`src/rtl/core/keyed_flag_table_assert.svh`:
```
// ----------------------------------------------------------------------------
// keyed_flag_table assertion macros
// Concurrent checks clocked by clk_i and disabled while rst_ni is low.
// ----------------------------------------------------------------------------
`ifndef KEYED_FLAG_TABLE_ASSERT_SVH
`define KEYED_FLAG_TABLE_ASSERT_SVH

`ifndef SYNTH
// Property holds at every clock edge outside reset.
`define KFT_ASSERT(lbl, prop, msg) \
  lbl: assert property (@(posedge clk_i) disable iff (!rst_ni) (prop)) else $error(msg);
// Consequent holds in the cycle after the antecedent.
`define KFT_ASSERT_NEXT(lbl, ante, cons, msg) \
  lbl: assert property (@(posedge clk_i) disable iff (!rst_ni) (ante) |=> (cons)) \
    else $error(msg);
`else
`define KFT_ASSERT(lbl, prop, msg)
`define KFT_ASSERT_NEXT(lbl, ante, cons, msg)
`endif

`endif

```
`src/rtl/core/kft_pkg.sv`:
```
// ----------------------------------------------------------------------------
// kft_pkg
// Shared widths, command codes and the decoded command type.
// ----------------------------------------------------------------------------
`timescale 1ns / 1ps

package kft_pkg;

  localparam int unsigned KFT_MAX_ENTRIES = 32;
  localparam int unsigned KFT_QUEUE_DEPTH = 2;

  localparam int unsigned CMD_W   = 2;
  localparam int unsigned BYTE_W  = 8;
  localparam int unsigned KEY_W   = 2 * BYTE_W;
  localparam int unsigned PARAM_W = 16;
  localparam int unsigned ENTRY_W = KEY_W + PARAM_W;
  localparam int unsigned COUNT_W = 6;

  typedef enum logic [CMD_W-1:0] {
    OP_ADD    = 2'd0,
    OP_REMOVE = 2'd1,
    OP_GET    = 2'd2,
    OP_HAS    = 2'd3
  } op_e;

  // Decoded command as it travels from the front end to the back end
  typedef struct packed {
    op_e                op;
    logic               search;
    logic [KEY_W-1:0]   key;
    logic [PARAM_W-1:0] param;
  } cmd_t;

endpackage

```
`src/rtl/core/kft_if.sv`:
```
// ----------------------------------------------------------------------------
// kft channel interfaces
// Valid/ready channels for command items and result items.
// ----------------------------------------------------------------------------
`timescale 1ns / 1ps

interface kft_in_if;
  logic                         valid;
  logic                         ready;
  logic [kft_pkg::CMD_W-1:0]    cmd;
  logic [kft_pkg::BYTE_W-1:0]   game;
  logic [kft_pkg::BYTE_W-1:0]   flag;
  logic [kft_pkg::PARAM_W-1:0]  param_in;

  modport source (output valid, cmd, game, flag, param_in, input ready);
  modport sink   (input valid, cmd, game, flag, param_in, output ready);
endinterface

interface kft_out_if;
  logic                         valid;
  logic                         ready;
  logic                         ok;
  logic [kft_pkg::PARAM_W-1:0]  param_out;
  logic [kft_pkg::COUNT_W-1:0]  entry_count;

  modport source (output valid, ok, param_out, entry_count, input ready);
  modport sink   (input valid, ok, param_out, entry_count, output ready);
endinterface

```
`src/rtl/core/kft_ram.sv`:
```
// ----------------------------------------------------------------------------
// kft_ram
// Generic single-write, single-read RAM with registered read data.
// ----------------------------------------------------------------------------
`timescale 1ns / 1ps

module kft_ram #(
  parameter int unsigned Width = 32,
  parameter int unsigned Depth = 32,
  localparam int unsigned AddrW = (Depth > 1) ? $clog2(Depth) : 1
) (
  input  logic             clk_i,
  input  logic             we_i,
  input  logic [AddrW-1:0] waddr_i,
  input  logic [Width-1:0] wdata_i,
  input  logic             re_i,
  input  logic [AddrW-1:0] raddr_i,
  output logic [Width-1:0] rdata_o
);

  logic [Width-1:0] mem_q [Depth];
  logic [Width-1:0] rdata_q;

  always_ff @(posedge clk_i) begin
    if (we_i) begin
      mem_q[waddr_i] <= wdata_i;
    end
    if (re_i) begin
      rdata_q <= mem_q[raddr_i];
    end
  end

  assign rdata_o = rdata_q;

endmodule

```
`src/rtl/core/kft_front.sv`:
```
// ----------------------------------------------------------------------------
// kft_front
// Input stage: takes command items, decodes them and holds one decoded item.
// ----------------------------------------------------------------------------
`timescale 1ns / 1ps

module kft_front (
  input  logic          clk_i,
  input  logic          rst_ni,
  kft_in_if.sink        in_i,
  output logic          cmd_valid_o,
  input  logic          cmd_ready_i,
  output kft_pkg::cmd_t cmd_o
);

  logic          stg_valid_q, stg_valid_d;
  kft_pkg::cmd_t stg_q, stg_d;
  kft_pkg::op_e  op;

  // Stage frees up whenever its item moves on
  assign in_i.ready = !stg_valid_q || cmd_ready_i;

  // Decode: key is game in the high byte, flag in the low byte
  always_comb begin
    op           = kft_pkg::op_e'(in_i.cmd);
    stg_d.op     = op;
    stg_d.search = (op != kft_pkg::OP_ADD);
    stg_d.key    = {in_i.game, in_i.flag};
    stg_d.param  = in_i.param_in;
  end

  always_comb begin
    stg_valid_d = stg_valid_q;
    if (in_i.ready) begin
      stg_valid_d = in_i.valid;
    end
  end

  always_ff @(posedge clk_i or negedge rst_ni) begin
    if (!rst_ni) begin
      stg_valid_q <= 1'b0;
    end else begin
      stg_valid_q <= stg_valid_d;
    end
  end

  always_ff @(posedge clk_i) begin
    if (in_i.valid && in_i.ready) begin
      stg_q <= stg_d;
    end
  end

  assign cmd_valid_o = stg_valid_q;
  assign cmd_o       = stg_q;

endmodule

```
`src/rtl/core/kft_queue.sv`:
```
// ----------------------------------------------------------------------------
// kft_queue
// Short FIFO of decoded commands between the front end and the back end.
// ----------------------------------------------------------------------------
`timescale 1ns / 1ps

module kft_queue #(
  parameter int unsigned Depth = kft_pkg::KFT_QUEUE_DEPTH
) (
  input  logic          clk_i,
  input  logic          rst_ni,
  input  logic          push_valid_i,
  output logic          push_ready_o,
  input  kft_pkg::cmd_t push_i,
  output logic          pop_valid_o,
  input  logic          pop_ready_i,
  output kft_pkg::cmd_t pop_o
);

  localparam int unsigned PtrW = (Depth > 1) ? $clog2(Depth) : 1;
  localparam int unsigned FillW = $clog2(Depth + 1);
  localparam logic [PtrW-1:0] LastPtr = PtrW'(Depth - 1);
  localparam logic [FillW-1:0] Full = FillW'(Depth);

  kft_pkg::cmd_t    mem_q [Depth];
  logic [PtrW-1:0]  wr_ptr_q, wr_ptr_d;
  logic [PtrW-1:0]  rd_ptr_q, rd_ptr_d;
  logic [FillW-1:0] fill_q, fill_d;
  logic             push, pop;

  assign push_ready_o = (fill_q != Full);
  assign pop_valid_o  = (fill_q != '0);
  assign push         = push_valid_i && push_ready_o;
  assign pop          = pop_valid_o && pop_ready_i;
  assign pop_o        = mem_q[rd_ptr_q];

  // Pointer and fill bookkeeping
  always_comb begin
    wr_ptr_d = wr_ptr_q;
    rd_ptr_d = rd_ptr_q;
    fill_d   = fill_q;
    if (push) begin
      wr_ptr_d = (wr_ptr_q == LastPtr) ? '0 : wr_ptr_q + 1'b1;
    end
    if (pop) begin
      rd_ptr_d = (rd_ptr_q == LastPtr) ? '0 : rd_ptr_q + 1'b1;
    end
    if (push && !pop) begin
      fill_d = fill_q + 1'b1;
    end else if (pop && !push) begin
      fill_d = fill_q - 1'b1;
    end
  end

  always_ff @(posedge clk_i or negedge rst_ni) begin
    if (!rst_ni) begin
      wr_ptr_q <= '0;
      rd_ptr_q <= '0;
      fill_q   <= '0;
    end else begin
      wr_ptr_q <= wr_ptr_d;
      rd_ptr_q <= rd_ptr_d;
      fill_q   <= fill_d;
    end
  end

  always_ff @(posedge clk_i) begin
    if (push) begin
      mem_q[wr_ptr_q] <= push_i;
    end
  end

endmodule

```
`src/rtl/core/kft_back.sv`:
```
// ----------------------------------------------------------------------------
// kft_back
// Executes commands against the entry RAM: append, scan, shift-down removal.
// ----------------------------------------------------------------------------
`timescale 1ns / 1ps
`include "keyed_flag_table_assert.svh"

module kft_back #(
  parameter int unsigned MAX_ENTRIES = kft_pkg::KFT_MAX_ENTRIES
) (
  input  logic          clk_i,
  input  logic          rst_ni,
  input  logic          cmd_valid_i,
  output logic          cmd_ready_o,
  input  kft_pkg::cmd_t cmd_i,
  kft_out_if.source     out_o
);

  localparam int unsigned IdxW = (MAX_ENTRIES > 1) ? $clog2(MAX_ENTRIES) : 1;
  localparam int unsigned CntW = $clog2(MAX_ENTRIES + 1);
  localparam int unsigned KeyW = kft_pkg::KEY_W;
  localparam int unsigned ParamW = kft_pkg::PARAM_W;
  localparam int unsigned EntryW = kft_pkg::ENTRY_W;
  localparam int unsigned OutCntW = kft_pkg::COUNT_W;
  localparam logic [CntW-1:0] CntMax = CntW'(MAX_ENTRIES);

  localparam logic [1:0] S_IDLE  = 2'd0;
  localparam logic [1:0] S_SCAN  = 2'd1;
  localparam logic [1:0] S_SHIFT = 2'd2;

  logic [1:0]        state_q, state_d;
  logic [CntW-1:0]   cnt_q, cnt_d;
  logic [CntW-1:0]   iss_q, iss_d;      // next RAM index to read
  logic              chk_q, chk_d;      // read data valid this cycle
  logic [IdxW-1:0]   chk_idx_q, chk_idx_d;
  kft_pkg::op_e      op_q;
  logic [KeyW-1:0]   key_q;

  logic              res_valid_q, res_valid_d;
  logic              res_ok_q, res_ok_d;
  logic [ParamW-1:0] res_param_q, res_param_d;
  logic [CntW-1:0]   res_cnt_q;
  logic              res_load;
  logic              pop;

  logic              ram_we, ram_re;
  logic [IdxW-1:0]   ram_waddr, ram_raddr;
  logic [EntryW-1:0] ram_wdata, ram_rdata;
  logic              hit;

  kft_ram #(
    .Width (EntryW),
    .Depth (MAX_ENTRIES)
  ) u_store (
    .clk_i   (clk_i),
    .we_i    (ram_we),
    .waddr_i (ram_waddr),
    .wdata_i (ram_wdata),
    .re_i    (ram_re),
    .raddr_i (ram_raddr),
    .rdata_o (ram_rdata)
  );

  // Take a command only when idle and the result register is empty
  assign cmd_ready_o = (state_q == S_IDLE) && !res_valid_q;
  assign hit         = chk_q && (ram_rdata[KeyW-1:0] == key_q);

  // Command sequencer
  always_comb begin
    state_d     = state_q;
    cnt_d       = cnt_q;
    iss_d       = iss_q;
    chk_d       = 1'b0;
    chk_idx_d   = chk_idx_q;
    ram_we      = 1'b0;
    ram_waddr   = cnt_q[IdxW-1:0];
    ram_wdata   = {cmd_i.param, cmd_i.key};
    ram_re      = 1'b0;
    ram_raddr   = iss_q[IdxW-1:0];
    res_load    = 1'b0;
    res_ok_d    = 1'b0;
    res_param_d = '0;
    pop         = 1'b0;
    unique case (state_q)
      S_IDLE: begin
        if (cmd_valid_i && cmd_ready_o) begin
          pop = 1'b1;
          if (!cmd_i.search) begin
            // Append at the tail unless full
            res_load = 1'b1;
            if (cnt_q < CntMax) begin
              ram_we   = 1'b1;
              cnt_d    = cnt_q + 1'b1;
              res_ok_d = 1'b1;
            end
          end else if (cnt_q == '0) begin
            res_load = 1'b1;
          end else begin
            iss_d   = '0;
            state_d = S_SCAN;
          end
        end
      end
      S_SCAN: begin
        if (hit) begin
          if (op_q == kft_pkg::OP_REMOVE) begin
            iss_d   = CntW'(chk_idx_q) + 1'b1;
            state_d = S_SHIFT;
          end else begin
            res_load = 1'b1;
            res_ok_d = 1'b1;
            if (op_q == kft_pkg::OP_GET) begin
              res_param_d = ram_rdata[EntryW-1:KeyW];
            end
            state_d = S_IDLE;
          end
        end else if (!chk_q && (iss_q >= cnt_q)) begin
          // Every entry checked, no match
          res_load = 1'b1;
          state_d  = S_IDLE;
        end else if (iss_q < cnt_q) begin
          ram_re    = 1'b1;
          chk_d     = 1'b1;
          chk_idx_d = iss_q[IdxW-1:0];
          iss_d     = iss_q + 1'b1;
        end
      end
      S_SHIFT: begin
        // Write back the entry read last cycle one place lower
        if (chk_q) begin
          ram_we    = 1'b1;
          ram_waddr = chk_idx_q;
          ram_wdata = ram_rdata;
        end
        if (iss_q < cnt_q) begin
          ram_re    = 1'b1;
          chk_d     = 1'b1;
          chk_idx_d = IdxW'(iss_q - 1'b1);
          iss_d     = iss_q + 1'b1;
        end else if (!chk_q) begin
          cnt_d    = cnt_q - 1'b1;
          res_load = 1'b1;
          res_ok_d = 1'b1;
          state_d  = S_IDLE;
        end
      end
      default: begin
        state_d = S_IDLE;
      end
    endcase
  end

  // Result register valid
  always_comb begin
    res_valid_d = res_valid_q;
    if (res_load) begin
      res_valid_d = 1'b1;
    end else if (out_o.ready) begin
      res_valid_d = 1'b0;
    end
  end

  always_ff @(posedge clk_i or negedge rst_ni) begin
    if (!rst_ni) begin
      state_q     <= S_IDLE;
      cnt_q       <= '0;
      chk_q       <= 1'b0;
      res_valid_q <= 1'b0;
    end else begin
      state_q     <= state_d;
      cnt_q       <= cnt_d;
      chk_q       <= chk_d;
      res_valid_q <= res_valid_d;
    end
  end

  always_ff @(posedge clk_i) begin
    iss_q     <= iss_d;
    chk_idx_q <= chk_idx_d;
    if (pop) begin
      op_q  <= cmd_i.op;
      key_q <= cmd_i.key;
    end
    if (res_load) begin
      res_ok_q    <= res_ok_d;
      res_param_q <= res_param_d;
      res_cnt_q   <= cnt_d;
    end
  end

  assign out_o.valid       = res_valid_q;
  assign out_o.ok          = res_ok_q;
  assign out_o.param_out   = res_param_q;
  assign out_o.entry_count = OutCntW'(res_cnt_q);

  // Checks
  `KFT_ASSERT(a_cnt_bound, cnt_q <= CntMax, "entry count above capacity")
  `KFT_ASSERT(a_scan_no_write, (state_q == S_SCAN) |-> !ram_we, "RAM written during scan")
  `KFT_ASSERT(a_res_free, res_load |-> !res_valid_q, "pending result overwritten")
  `KFT_ASSERT_NEXT(a_cnt_hold, !res_load, $stable(cnt_q), "count moved without a result")
  `KFT_ASSERT(a_shift_ports, (ram_we && ram_re) |-> (ram_waddr != ram_raddr), "shift port clash")

endmodule

```
`src/rtl/core/keyed_flag_table.sv`:
```
// ----------------------------------------------------------------------------
// keyed_flag_table
// Ordered key/parameter list searched by content: add, remove, get, contains.
// ----------------------------------------------------------------------------
`timescale 1ns / 1ps

// Each command item yields exactly one result item carrying ok, the parameter
// found by a get, and the entry count after the command. Entries live in a
// single-port-write, registered-read RAM that is scanned one entry per cycle
// from index 0. An add writes at the tail straight from idle; get and contains
// scan until the first match or past the last entry (an empty list answers
// without a scan); a remove scans for its entry, then moves the later entries
// down one place, none when it is the last entry. A front stage and a short
// command queue keep taking items while the back end works or a result waits
// to be taken. No clearing pass runs after reset: entries are only read below
// the current count.
module keyed_flag_table #(
  parameter int unsigned MAX_ENTRIES = kft_pkg::KFT_MAX_ENTRIES,
  parameter int unsigned QUEUE_DEPTH = kft_pkg::KFT_QUEUE_DEPTH
) (
  input  logic      clk_i,
  input  logic      rst_ni,
  kft_in_if.sink    in_i,
  kft_out_if.source out_o
);

  logic          fe_valid, fe_ready;
  kft_pkg::cmd_t fe_cmd;
  logic          be_valid, be_ready;
  kft_pkg::cmd_t be_cmd;

  kft_front u_front (
    .clk_i       (clk_i),
    .rst_ni      (rst_ni),
    .in_i        (in_i),
    .cmd_valid_o (fe_valid),
    .cmd_ready_i (fe_ready),
    .cmd_o       (fe_cmd)
  );

  kft_queue #(
    .Depth (QUEUE_DEPTH)
  ) u_queue (
    .clk_i        (clk_i),
    .rst_ni       (rst_ni),
    .push_valid_i (fe_valid),
    .push_ready_o (fe_ready),
    .push_i       (fe_cmd),
    .pop_valid_o  (be_valid),
    .pop_ready_i  (be_ready),
    .pop_o        (be_cmd)
  );

  kft_back #(
    .MAX_ENTRIES (MAX_ENTRIES)
  ) u_back (
    .clk_i       (clk_i),
    .rst_ni      (rst_ni),
    .cmd_valid_i (be_valid),
    .cmd_ready_o (be_ready),
    .cmd_i       (be_cmd),
    .out_o       (out_o)
  );

endmodule
```
`src/flat_wrapper.sv`:
```
// flat-port wrapper written by rule: the top's interface ports become plain ports
module keyed_flag_table_flat 
#(
  parameter int unsigned MAX_ENTRIES = kft_pkg::KFT_MAX_ENTRIES,
  parameter int unsigned QUEUE_DEPTH = kft_pkg::KFT_QUEUE_DEPTH
)
  (clk_i, rst_ni, in_i_valid, in_i_cmd, in_i_game, in_i_flag, in_i_param_in, in_i_ready, out_o_valid, out_o_ok, out_o_param_out, out_o_entry_count, out_o_ready);
  kft_in_if in_i_i ();
  kft_out_if out_o_i ();
  input  logic clk_i;
  input  logic rst_ni;
  input wire logic [$bits(in_i_i.valid)-1:0] in_i_valid;
  input wire logic [$bits(in_i_i.cmd)-1:0] in_i_cmd;
  input wire logic [$bits(in_i_i.game)-1:0] in_i_game;
  input wire logic [$bits(in_i_i.flag)-1:0] in_i_flag;
  input wire logic [$bits(in_i_i.param_in)-1:0] in_i_param_in;
  output wire logic [$bits(in_i_i.ready)-1:0] in_i_ready;
  output wire logic [$bits(out_o_i.valid)-1:0] out_o_valid;
  output wire logic [$bits(out_o_i.ok)-1:0] out_o_ok;
  output wire logic [$bits(out_o_i.param_out)-1:0] out_o_param_out;
  output wire logic [$bits(out_o_i.entry_count)-1:0] out_o_entry_count;
  input wire logic [$bits(out_o_i.ready)-1:0] out_o_ready;
  assign in_i_i.valid = in_i_valid;
  assign in_i_i.cmd = in_i_cmd;
  assign in_i_i.game = in_i_game;
  assign in_i_i.flag = in_i_flag;
  assign in_i_i.param_in = in_i_param_in;
  assign in_i_ready = in_i_i.ready;
  assign out_o_valid = out_o_i.valid;
  assign out_o_ok = out_o_i.ok;
  assign out_o_param_out = out_o_i.param_out;
  assign out_o_entry_count = out_o_i.entry_count;
  assign out_o_i.ready = out_o_ready;
  keyed_flag_table #(.MAX_ENTRIES(MAX_ENTRIES), .QUEUE_DEPTH(QUEUE_DEPTH)) u_core (.clk_i(clk_i), .rst_ni(rst_ni), .in_i(in_i_i), .out_o(out_o_i));
endmodule
```
`config.mk`:
```
export PLATFORM = sky130hd
export DESIGN_NAME = keyed_flag_table_flat
export DESIGN_NICKNAME = d
export VERILOG_FILES = /design/src/rtl/core/kft_pkg.sv /design/src/rtl/core/kft_if.sv /design/src/rtl/core/kft_ram.sv /design/src/rtl/core/kft_front.sv /design/src/rtl/core/kft_queue.sv /design/src/rtl/core/kft_back.sv /design/src/rtl/core/keyed_flag_table.sv /design/src/flat_wrapper.sv
export VERILOG_INCLUDE_DIRS = /design/src /design/src/rtl/core
export SDC_FILE = /design/constraint.sdc
export NUM_CORES = 1
export LEC_CHECK = 0
export BUFFER_PORTS_ARGS = -buffer_cell sky130_fd_sc_hd__buf_4
export CAP_MARGIN = 20
export CORE_UTILIZATION = 60
export CTS_CLUSTER_SIZE = 10
export DETAILED_ROUTE_END_ITERATION = 8
export PLACE_DENSITY = 0.76
export SLEW_MARGIN = 40
export SYNTH_ARGS = -nofsm -noshare
export SYNTH_HDL_FRONTEND = slang
export SYNTH_SLANG_ARGS = --single-unit
```
`constraint.sdc`:
```
create_clock -name clk_i -period 13.6 [get_ports clk_i]
set_clock_uncertainty 0.2 [all_clocks]
set_input_delay 2.72 -clock clk_i [delete_from_list [all_inputs] [get_ports clk_i]]
set_output_delay 2.72 -clock clk_i [all_outputs]
set_load 0.05 [all_outputs]
```
After elaboration in Yosys (flattened, before gate mapping) --
Memories as Yosys holds them, arrays and structs flattened. A register that Yosys moved wholly into a read port is not among the register bits. Cells that the tools add are included.
Storage, ports and cells: register bits after elaboration 102, RAM bits 1094, output and inout bits 25, word-level logic and storage cells 144, memories kept 2
Cells by class: add/sub/neg operators 9, magnitude comparators 3, equality and inequality tests 18, multiplexer cells 64, bitwise operators 3, reductions and logical operators 26
Memory list:
- u_core.u_back.u_store.mem_q | words 32, bits a word 32, read ports 1, clocked after Yosys merged registers in 1, write ports 1, RTL line kft_ram.sv:21 | logic [Width-1:0] mem_q [Depth];
- u_core.u_queue.mem_q | words 2, bits a word 35, read ports 1, clocked after Yosys merged registers in 0, write ports 1, RTL line kft_queue.sv:25 | kft_pkg::cmd_t mem_q [Depth];
Operators by type and width (number):
- two-way mux 6 bit | 12
- two-way mux 32 bit | 2
- two-way mux 5 bit | 6
- two-way mux 1 bit | 26
- two-way mux 2 bit | 10
- inequality test 2 bit, second input constant | 9
- one-hot mux 6 bit (3 select lines) | 1
- equality test 16 bit | 1
- adder 6 x 1 -> 6 bit, second input constant | 2
- one-hot mux 6 bit (2 select lines) | 1
- AND reduction 6 bit | 2
- one-hot mux 5 bit (2 select lines) | 1
- nonzero test 2 bit | 5
- inequality test 3 bit, second input constant | 3
- logical AND 1 bit | 8
- adder 5 x 1 -> 6 bit, second input constant | 1
- >= comparator 6 bit | 1
- zero test 6 bit | 1
- < comparator 6 bit | 1
- < comparator 6 bit, second input constant | 1
- one-hot mux 1 bit (3 select lines) | 2
- one-hot mux 2 bit (3 select lines) | 1
- subtractor 6 x 1 -> 6 bit, second input constant | 1
- zero test 1 bit | 5
- other kinds (14) | 20

Depth between registers and ports, before layout --
Gate-level depths: netlist of the first run.
depth after elaboration 7, depth in mapped cells 11

Cells and area by module --
A second synthesis of the first run with hierarchy kept.
Second synthesis, totals: cell total of the unflattened synthesis 2740, area, all modules 48455.2 um^2
By module, submodules not included:
- kft_ram | times used 1, cells an instance 2260, area each 40812.9 um^2, sequential area each 31710.4 um^2
- kft_back | times used 1, cells an instance 313, area each 3661.0 um^2, sequential area each 1811.7 um^2
- kft_queue | times used 1, cells an instance 127, area each 2870.3 um^2, sequential area each 2202.1 um^2
- kft_front | times used 1, cells an instance 40, area each 1111.1 um^2, sequential area each 1076.0 um^2

Worst setup path before layout of the first run --
No wires, ideal clock.
path type register -> register, from reg u_core.u_back.iss_q[0], to reg u_core.u_back.u_store.rdata_q[0] (netlist: u_core.u_back.u_store.rdata_o[0]), read port of u_core.u_back.u_store.mem_q (enable), setup time 0.472 ns, data arrival time 4.346 ns, path slack 8.582 ns, cell stages (with the launch flop) 11, clock period less this slack 5.018 ns, cell sequence edfxtp_1 buf_6 buf_6 buf_2 inv_1 ha_1 and2_1 o31ai_1 a21o_1 nand3_1 a211oi_1
Between the ends: word-level cells in the longest chain between the ends 5, elaborated cells between the ends (all ways) 7, those cells by class order compare (2); mux (4); reduce/logical (1)
RTL lines:
- start: declaration | RTL line kft_back.sv:33 | logic [CntW-1:0] iss_q, iss_d;
- start signal: assignment | RTL line kft_back.sv:178 | iss_q <= iss_d;
- < comparator 6 bit / >= comparator 6 bit (equally long branches) | RTL line kft_back.sv:121, kft_back.sv:135, kft_back.sv:117
- two-way mux 1 bit / logical AND 1 bit (equally long branches)
- two-way mux 1 bit (2 in a row)
- one-hot mux 1 bit (2 select lines) (*)
- named net u_core.u_back.chk_d | RTL line kft_back.sv:34 | logic chk_q, chk_d;
- end: declaration | RTL line kft_ram.sv:22 | logic [Width-1:0] rdata_q;
The timed path passes the listed nets; every way through them passes the cells marked *. A chain may end at the register's enable or synchronous reset.

Worst setup path after layout of the first run --
from reg u_core.u_back.iss_q[0], to reg u_core.u_back.u_store.rdata_q[13] (netlist: u_core.u_back.u_store.rdata_o[13]), read port of u_core.u_back.u_store.mem_q, data pin
Between the ends: word-level cells in the longest chain between the ends 5, elaborated cells between the ends (all ways) 7, those cells by class order compare (2); mux (4); reduce/logical (1)
RTL lines:
- < comparator 6 bit / >= comparator 6 bit (equally long branches) | RTL line kft_back.sv:121, kft_back.sv:135, kft_back.sv:117
- two-way mux 1 bit / logical AND 1 bit (equally long branches) | RTL line kft_back.sv:121, kft_back.sv:135, kft_back.sv:117
- two-way mux 1 bit | RTL line kft_back.sv:117 | end else if (!chk_q && (iss_q >= cnt_q)) begin
- two-way mux 1 bit | RTL line kft_back.sv:105 | if (hit) begin
- one-hot mux 1 bit (2 select lines) | RTL line kft_back.sv:84 | unique case (state_q)
Parallel ways exist; a longest one is shown, timed or not.

==> metrics.txt, run 1 <==
TritonCTS clock tree built; number of placed instances, taps included between 3000 and 4000; Met2 Wirelength around 57000 um; minimum clock period after layout 4.958 ns; largest cells by area after synthesis sky130_fd_sc_hd__edfxtp_1, sky130_fd_sc_hd__mux4_2, sky130_fd_sc_hd__mux2_2; most area-hungry cell type in the Yosys netlist sky130_fd_sc_hd__edfxtp_1; pin count of the biggest net entering global routing 67; DP Worst Slack 8.523 ns; sw power approximately 3.2 mW; depth of the CTS H-tree 4; share of power burned in combinational logic 0.255; remaining antenna violation count after routing 0; hold-fix buffers at CTS 0; iteration count of the initial detailed-routing pass 7; kind of launch point of the worst setup path flip-flop; number of rows created at floorplan 102; Post-Layout Inst Area 0.05339 sq mm; DRC violation count after routing 0; aggregate global routing overflow 0; count of pins over their slew limit 0; worst reg2reg path startpoint u_core.u_back.iss_q[0]$_DFFE_PP_; area delta synth->final 12.82%; IR Drop Worst-Case VDD 120.3 uV; run status finished clean; via count of the first global-routing pass 23783; Flop pwr share 0.456; clock network fraction of design power 0.288; final critical-path share of the clock period 0.3645; insertion delay of the later-clocked pin in the worst-skew pair 0.73 ns; number of failing hold endpoints at the final stage 0; fraction of final layout cells with drive strength greater than 1 0.3247; count of different cell masters after synthesis between 50 and 60; filler cell count in the final layout 4363; highest net fanout along the worst path 56; count of yosys warnings during synthesis 0; die footprint 0.08000 sq mm; number of cell instances on the worst register-to-register path 7; worst min-delay path startpoint u_core.u_front.cmd_o[25]$_DFFE_PP_; total CTS buffers 141; width of the die 282.8 um; initial antenna violation count 0; number of I/O pins 63; CTS Buffer Depth 3; Leak Pwr 16.76 nW; highest layer used for signal routing met4; non-filler cells in the finished layout roughly 3300; root cell of the clock tree sky130_fd_sc_hd__clkbuf_16; Worst EP arrival 5.22 ns; placed wire-length estimate after detailed placement around 58000 um; power density relative to cell area around 210 mW/mm^2; RSZ-0062 raised after global routing no; CTS clk-pin slew, worst paths 0.06 ns; endpoint of the worst hold path u_core.u_queue.mem_q[0][25]$_DFFE_PP_; routability congestion estimate 0.8576; cell count after synthesis 2049; Most used DFF post-synth sky130_fd_sc_hd__edfxtp_1; Synth async-reset ratio 0.01221; starting DRC count in detailed routing 3163; highest clock frequency the design can meet 201.7 MHz; CTS sink cnt 1228; reg-to-reg setup timing slack 8.64 ns; Hold Crit Depth 0; Port Buffer Count 62; Synth Cell Area 0.04732 sq mm; worst-case hold slack 0.2414 ns; critical path capture point type flip-flop; Setup Viol. Count Final 0; Total Neg Setup Slack 0 ns; Die Y-Extent approximately 280 um; placeable core region 0.07772 sq mm; DRT Wirelength 117200 um; detail-routed net length per standard cell 35.74 um; Detail Route met3 WL ~13000 um; worst slew margin relative to its limit 0.4043; post-CTS setup buffer count 0; internal power 7.941 mW; Via Count 23180; min-delay worst type flip-flop to flip-flop; # resized after CTS 0; Initial Utilization 0.6088; worst path required time 13.86 ns; antenna fix cells 0; Crit Reg-Reg Endpoint u_core.u_back.u_store.rdata_o[13]$_DFFE_PP_; total of max-cap violations 0; Placement Cell Area 0.04965 sq mm; classification of the worst setup path flip-flop to flip-flop; total routed wire length on the met1 layer 42550 um; Worst Tran Pin Value 0.8935 ns; Post-Syn Nets 2104; share of synthesized area occupied by flip-flops and latches 0.7777; synthesized area divided by synthesized cell count 23.09 sq um; global-route total usage across every layer 0.3033; nets@finish 2275; most frequently used cell type in the post-synthesis netlist sky130_fd_sc_hd__edfxtp_1; Switching Fraction 0.2892; flop and latch count out of synthesis between 1000 and 1500; post-layout worst setup margin a little under 9 ns; area share of the largest cell type after synthesis 0.7698; first-pass GRT wire length 167200 um; detailed-route vias per instance ~7.1; top cell types by occurrence after synthesis sky130_fd_sc_hd__edfxtp_1, sky130_fd_sc_hd__mux4_2, sky130_fd_sc_hd__mux2_2; Post-synth EDFFs 1213
-- layout make-up --
type / count / area (sq um) / share of cell area
Clock inverter: 8 / 100.1 / 0.001875
Sequential cell: 1228 / 36800 / 0.6893
Clock buffer: 154 / 3620 / 0.06780
Tap cell: 1040 / 1301 / 0.02437
Timing Repair Buffer: 123 / 974.7 / 0.01826
Inverter: 19 / 71.32 / 0.001336
Multi-Input combinational cell: 707 / 10520 / 0.1970
-- kinds of logic after synthesis --
logic type / synth area share
adder cells (fa/ha/maj): 0.004495
AND/OR/NAND/NOR: 0.01832
multiplexers: 0.1723
buffers and inverters: 0.01052
XOR/XNOR: 0.006108
flip-flops: 0.7777
AO/OA/AOI/OAI: 0.01055
-- state kept, by name, indices dropped and copies added (netlist names) --
signal / count
u_core.u_back.chk_idx_q: 5
u_core.u_back.u_store.rdata_o: 32
u_core.u_back.u_store.mem_q: 1024
u_core.u_queue.rd_ptr_q: 1
u_core.u_back.chk_q: 1
u_core.u_back.out_o.param_out: 16
u_core.u_queue.fill_q: 2
u_core.u_back.out_o.entry_count: 6
u_core.u_queue.mem_q: 70
u_core.u_back.state_q: 2
u_core.u_back.iss_q: 6
u_core.u_back.out_o.valid: 1
u_core.u_queue.wr_ptr_q: 1
u_core.u_back.op_q: 2
u_core.u_front.cmd_o: 35
u_core.u_front.cmd_valid_o: 1
u_core.u_back.key_q: 16
u_core.u_back.cnt_q: 6
u_core.u_back.out_o.ok: 1
-- worst max-delay path by stage --
| stage | startpoint | to | slack, ns |
|---|---|---|---|
| after floorplan | u_core.u_back.iss_q[0]$_DFFE_PP_ | u_core.u_back.u_store.rdata_o[0]$_DFFE_PP_ | 8.58 |
| after CTS | u_core.u_back.state_q[0]$_DFFE_PN0P_ | u_core.u_back.u_store.mem_q[0][12]$_DFFE_PP_ | 8.50 |
| final | u_core.u_back.iss_q[0]$_DFFE_PP_ | u_core.u_back.u_store.rdata_o[13]$_DFFE_PP_ | 8.64 |
| after detailed placement | u_core.u_back.state_q[0]$_DFFE_PN0P_ | u_core.u_back.u_store.mem_q[6][27]$_DFFE_PP_ | 8.52 |
| after global routing | u_core.u_back.iss_q[0]$_DFFE_PP_ | u_core.u_back.u_store.rdata_o[14]$_DFFE_PP_ | 8.31 |
| after global placement | u_core.u_back.iss_q[0]$_DFFE_PP_ | u_core.u_back.u_store.rdata_o[13]$_DFFE_PP_ | 7.96 |
-- power groups by stage --
stage          Sequential [mW]  Combinational, mW  Clock [mW]
2_1_floorplan             5.26               1.82           0
3_3_place_gp              5.15               2.65           0
3_5_place_dp              5.16               2.79           0
4_1_cts                   5.10               2.84        3.25
5_1_grt                   5.12               2.99        3.38
6_report                  5.10               2.85        3.22
-- per-layer routing --
layer / global-route usage / up-vias
li1: - / 8934
met1: 0.4082 / 12211
met2: 0.4832 / 1734
met3: 0.07163 / 301
met4: 0.1268 / 0
met5: 0 / -
-- per-stage QoR --
step                      power (mW)  utilization
after floorplan                7.074            -
after global placement         7.801       0.6363
after detailed placement       7.954       0.6388
after CTS                      11.19       0.6866
after global routing           11.49       0.6869
final                          11.17       0.6869
-- layout by cell type (no fill, tap or decap), types with 20 or more instances in the layout --
| cell type | instances |
|---|---|
| sky130_fd_sc_hd__edfxtp_1 | 1213 |
| sky130_fd_sc_hd__nor2_4 | 33 |
| sky130_fd_sc_hd__clkbuf_16 | 143 |
| sky130_fd_sc_hd__xnor2_1 | 22 |
| sky130_fd_sc_hd__nor2_1 | 28 |
| sky130_fd_sc_hd__and2_1 | 20 |
| sky130_fd_sc_hd__mux4_2 | 320 |
| sky130_fd_sc_hd__buf_4 | 111 |
| sky130_fd_sc_hd__mux2_2 | 67 |
| sky130_fd_sc_hd__nand2_1 | 27 |
-- worst max-delay path, stage by stage, from the launching register on --
cell and delay (ns):
sky130_fd_sc_hd__edfxtp_1 0.38, sky130_fd_sc_hd__buf_6 0.55, sky130_fd_sc_hd__buf_6 0.58, sky130_fd_sc_hd__buf_4 0.68, sky130_fd_sc_hd__clkbuf_8 0.72, sky130_fd_sc_hd__mux4_2 0.63
sky130_fd_sc_hd__mux4_2 0.49, sky130_fd_sc_hd__mux2_2 0.28
Note: power is estimated with default switching activity, not from simulation.
==> inputs of run 2 (changes only) <==
- ABC_AREA: unset -> 1
- CORE_UTILIZATION: 60 -> 57
- clock period: 13.6 -> 4.5 ns (I/O delays scaled with it)
==> run 2 against run 1 <==
Effect of this change:
- critical path type unchanged
- synthesized cell count increased by 85%
- critical endpoint is now u_core.u_back.u_store.mem_q[1][1]$_DFFE_PP_
- design area up 3.9%
- non-clock buffer count grew 48
- via count up 37%
- clock-buffer cell count increased by 8
- worst hold slack got worse by 0.096 ns
- first-iteration DRC count increased by 43%
- power rose to 3.5 times the previous value
==> metrics.txt, run 2 <==
area delta synth->final 12.98%; highest net fanout along the worst path 23 (-59%); width of the die 295.5 um (+4.5%); most frequent CP cell sky130_fd_sc_hd__inv_1; routability congestion estimate 0.9187 (+7.1%); Setup Viol. Count Final 0 (unchanged); total CTS buffers 141 (unchanged); detail-routed net length per standard cell 25.04 um (-30%); largest register by flop count u_core.u_back.u_store.mem_q; DRC violation count after routing 0 (unchanged); worst slew margin relative to its limit 0.3227 (-0.08163); Post-Syn Nets 3854 (+83%); iteration count of the initial detailed-routing pass 6 (-1); Worst EP arrival 3.91 ns (-1.31 ns); global-route track usage on met3 0.05977 (-0.01186); pin count of the biggest net entering global routing 199 (+200%); count of yosys warnings during synthesis 0 (unchanged); cells along the critical path inv_1 > ha_1 > nand2_4 > o21ai_0 > inv_1 > nor2_1 > nand2_1 > nor2_4 > buf_12; first-pass GRT wire length 185700 um (+11%); via count of the first global-routing pass 30185 (+27%); CTS Buffer Depth 3 (unchanged); power density relative to cell area 695.5 mW/mm^2 (+230%); area share of the largest cell type after synthesis 0.7421 (-0.02769); share of the core filled with cells in the final layout 0.6503 (-0.03658); Post-Layout Inst Area 0.05546 sq mm (+3.9%); minimum clock period after layout 3.693 ns (-1.265 ns); remaining antenna violation count after routing 0 (unchanged); Port Buffer Count 62 (unchanged); reg-to-reg setup timing slack 0.81 ns (-7.84 ns); min-delay worst type input port to flip-flop; Leak Pwr 18.66 nW (+11%); run status finished clean; post-layout worst setup margin 0.8070 ns (-7.835 ns); placed wire-length estimate after detailed placement 70980 um (+23%); Die Y-Extent 295.5 um (+4.5%); number of failing hold endpoints at the final stage 0 (unchanged); final critical-path share of the clock period 0.8207 (+0.4561); flop and latch count out of synthesis 1228 (unchanged); Synth async-reset ratio 0.01221 (unchanged); clock network fraction of design power 0.259 (-0.029); initial antenna violation count 4 (+4); Flop pwr share 0.405 (-0.051); highest clock frequency the design can meet 270.8 MHz (+34%); fraction of final layout cells with drive strength greater than 1 0.1106 (-0.2141); sw power 14.15 mW (+340%); most common library cell in the layout ignoring fill and taps sky130_fd_sc_hd__edfxtp_1; count of pins over their slew limit 0 (unchanged); number of flip-flops in the largest register 1024 (unchanged); number of placed instances, taps included 4879 (+57%); Placement Cell Area 0.05156 sq mm (+3.9%); Via Count 31700 (+37%); GRT met2 Usage 0.4556 (-0.02759); internal power 24.42 mW (+210%); classification of the worst setup path flip-flop to flip-flop; DRT Wirelength 126500 um (+7.9%); Synth Cell Area 0.04909 sq mm (+3.7%); depth of the CTS H-tree 4 (unchanged); total of max-cap violations 0 (unchanged); Hold Crit Depth 1 (+1); starting DRC count in detailed routing 4525 (+43%); GR met1 Demand/Resource 0.3899 (-0.01833); share of synthesized area occupied by flip-flops and latches 0.7497 (-0.02797); non-filler cells in the finished layout 5052 (+54%); Most used DFF post-synth sky130_fd_sc_hd__edfxtp_1; kind of launch point of the worst setup path flip-flop; CTS sink cnt 1228 (unchanged); number of cell instances on the worst register-to-register path 9 (+2); root cell of the clock tree sky130_fd_sc_hd__clkbuf_16; synthesized area divided by synthesized cell count 12.92 sq um (-44%); Switching Fraction 0.3668 (+0.07761); share of power burned in combinational logic 0.336 (+0.081); global-route total usage across every layer 0.2894 (-0.01392); nets@finish 3936 (+73%); most area-hungry cell type in the Yosys netlist sky130_fd_sc_hd__edfxtp_1; Post-synth EDFFs 1213 (unchanged); critical path capture point type flip-flop; delay contributed by the slowest stage of the critical path 0.63 ns (-0.09 ns); TritonCTS clock tree built; number of rows created at floorplan 107 (+4.9%); number of I/O pins 63 (unchanged); Total Neg Setup Slack 0 ns (unchanged); most used routing layer in global routing met2; detailed-route vias per instance 6.275 (-11%); placeable core region 0.08528 sq mm (+9.7%); commonest cells after routing, fill and taps aside sky130_fd_sc_hd__edfxtp_1, sky130_fd_sc_hd__nor2_1, sky130_fd_sc_hd__o21ai_0, sky130_fd_sc_hd__nand2_1, sky130_fd_sc_hd__clkbuf_16; largest cells by area after synthesis sky130_fd_sc_hd__edfxtp_1, sky130_fd_sc_hd__nor2_1, sky130_fd_sc_hd__o21ai_0; top cell types by occurrence after synthesis sky130_fd_sc_hd__edfxtp_1, sky130_fd_sc_hd__nor2_1, sky130_fd_sc_hd__o21ai_0; RSZ-0062 raised after global routing no; CTS clk-pin slew, worst paths 0.05 ns (about the same); Worst Tran Pin Value 1.016 ns (+0.1224 ns); slowest CP cell sky130_fd_sc_hd__o21ai_0; worst path required time 4.72 ns (-9.14 ns); cell count after synthesis 3799 (+85%); Initial Utilization 0.5756 (-0.03326); die footprint 0.08729 sq mm (+9.1%); DP Worst Slack 0.9268 ns (-7.596 ns); IR Drop Worst-Case VDD 644.2 uV (+440%); most frequently used cell type in the post-synthesis netlist sky130_fd_sc_hd__edfxtp_1; aggregate global routing overflow 0 (unchanged); insertion delay of the later-clocked pin in the worst-skew pair 0.73 ns (about the same); count of different cell masters after synthesis 37 (-37%)
## run 2: cell families (layout without fill, tap and decap cells)
family,count (synthesis),in the layout,share of synthesized area
AOI/OAI and AO/OA,896,896,0.1022
adders and majority gates,17,17,0.004333
xor gates and xnor gates,14,14,0.002498
DFF,1228,1228,0.7497
buffers and inverters,386,493,0.03589
and+or+nand+nor,1258,1258,0.1054
other,0,2,0
## run 2: critical path: cells and delay by family, from the launching register on
kind	cells	cell delay [ns]
and+or+nand+nor	4	1.29
AOI/OAI and AO/OA	1	0.63
buffers and inverters	3	0.60
DFF	1	0.40
adders and majority gates	1	0.22
## run 2: path summary, 6_finish.rpt
check | start | endpoint
max in group asynchronous | rst_ni | u_core.u_queue.fill_q[1]$_DFFE_PN0P_
min | in_i_game[5] | u_core.u_front.cmd_o[29]$_DFFE_PP_
max | u_core.u_back.state_q[0]$_DFFE_PN0P_ | u_core.u_back.u_store.mem_q[1][1]$_DFFE_PP_
min reg2reg | u_core.u_front.cmd_o[12]$_DFFE_PP_ | u_core.u_queue.mem_q[0][12]$_DFFE_PP_
max reg2reg | u_core.u_back.state_q[0]$_DFFE_PN0P_ | u_core.u_back.u_store.mem_q[1][1]$_DFFE_PP_
min in group asynchronous | rst_ni | u_core.u_back.state_q[1]$_DFFE_PN0P_
## run 2: power by group through the flow
stage | Sequential [mW] | Combinational, mW | Clock [mW]
after CTS | 15.6 | 12.7 | 10.0
after global placement | 15.8 | 12.2 | 0
after detailed placement | 15.8 | 12.6 | 0
after global routing | 15.7 | 13.9 | 10.4
after floorplan | 16.2 | 7.72 | 0
final | 15.6 | 13.0 | 9.98
## run 2: metrics by stage
| step | total power, mW | hold slack, ns |
|---|---|---|
| floorplan | 23.94 | 0.2215 |
| global placement | 28.07 | 0.2250 |
| detailed placement | 28.45 | 0.2344 |
| CTS | 38.36 | 0.1145 |
| global route | 40.03 | 0.1320 |
| finish | 38.57 | 0.1453 |
## run 2: routing by layer
metal / part of all wire / up-vias
li1: - / 13900
met1: 0.38 / 15486
met2: 0.47 / 1984
met3: 0.11 / 324
met4: 0.042 / 6
met5: 0.00028 / -
## run 2: timing repair
item | CTS | global route
resized for setup | 0 | 0
setup buffers | 0 | 0
hold buffers | 1 | 0
hold endpoints to repair | 15 | 0
## run 2: cell type report
type	count	area [sq um]
Antenna cell	2	5.005
Tap cell	1144	1431
Sequential cell	1228	36800
Timing Repair Buffer	171	1762
Multi-Input combinational cell	2185	11020
Clock buffer	162	3777
Inverter	154	589.3
Clock inverter	6	73.82
Fill cell	5817	29820
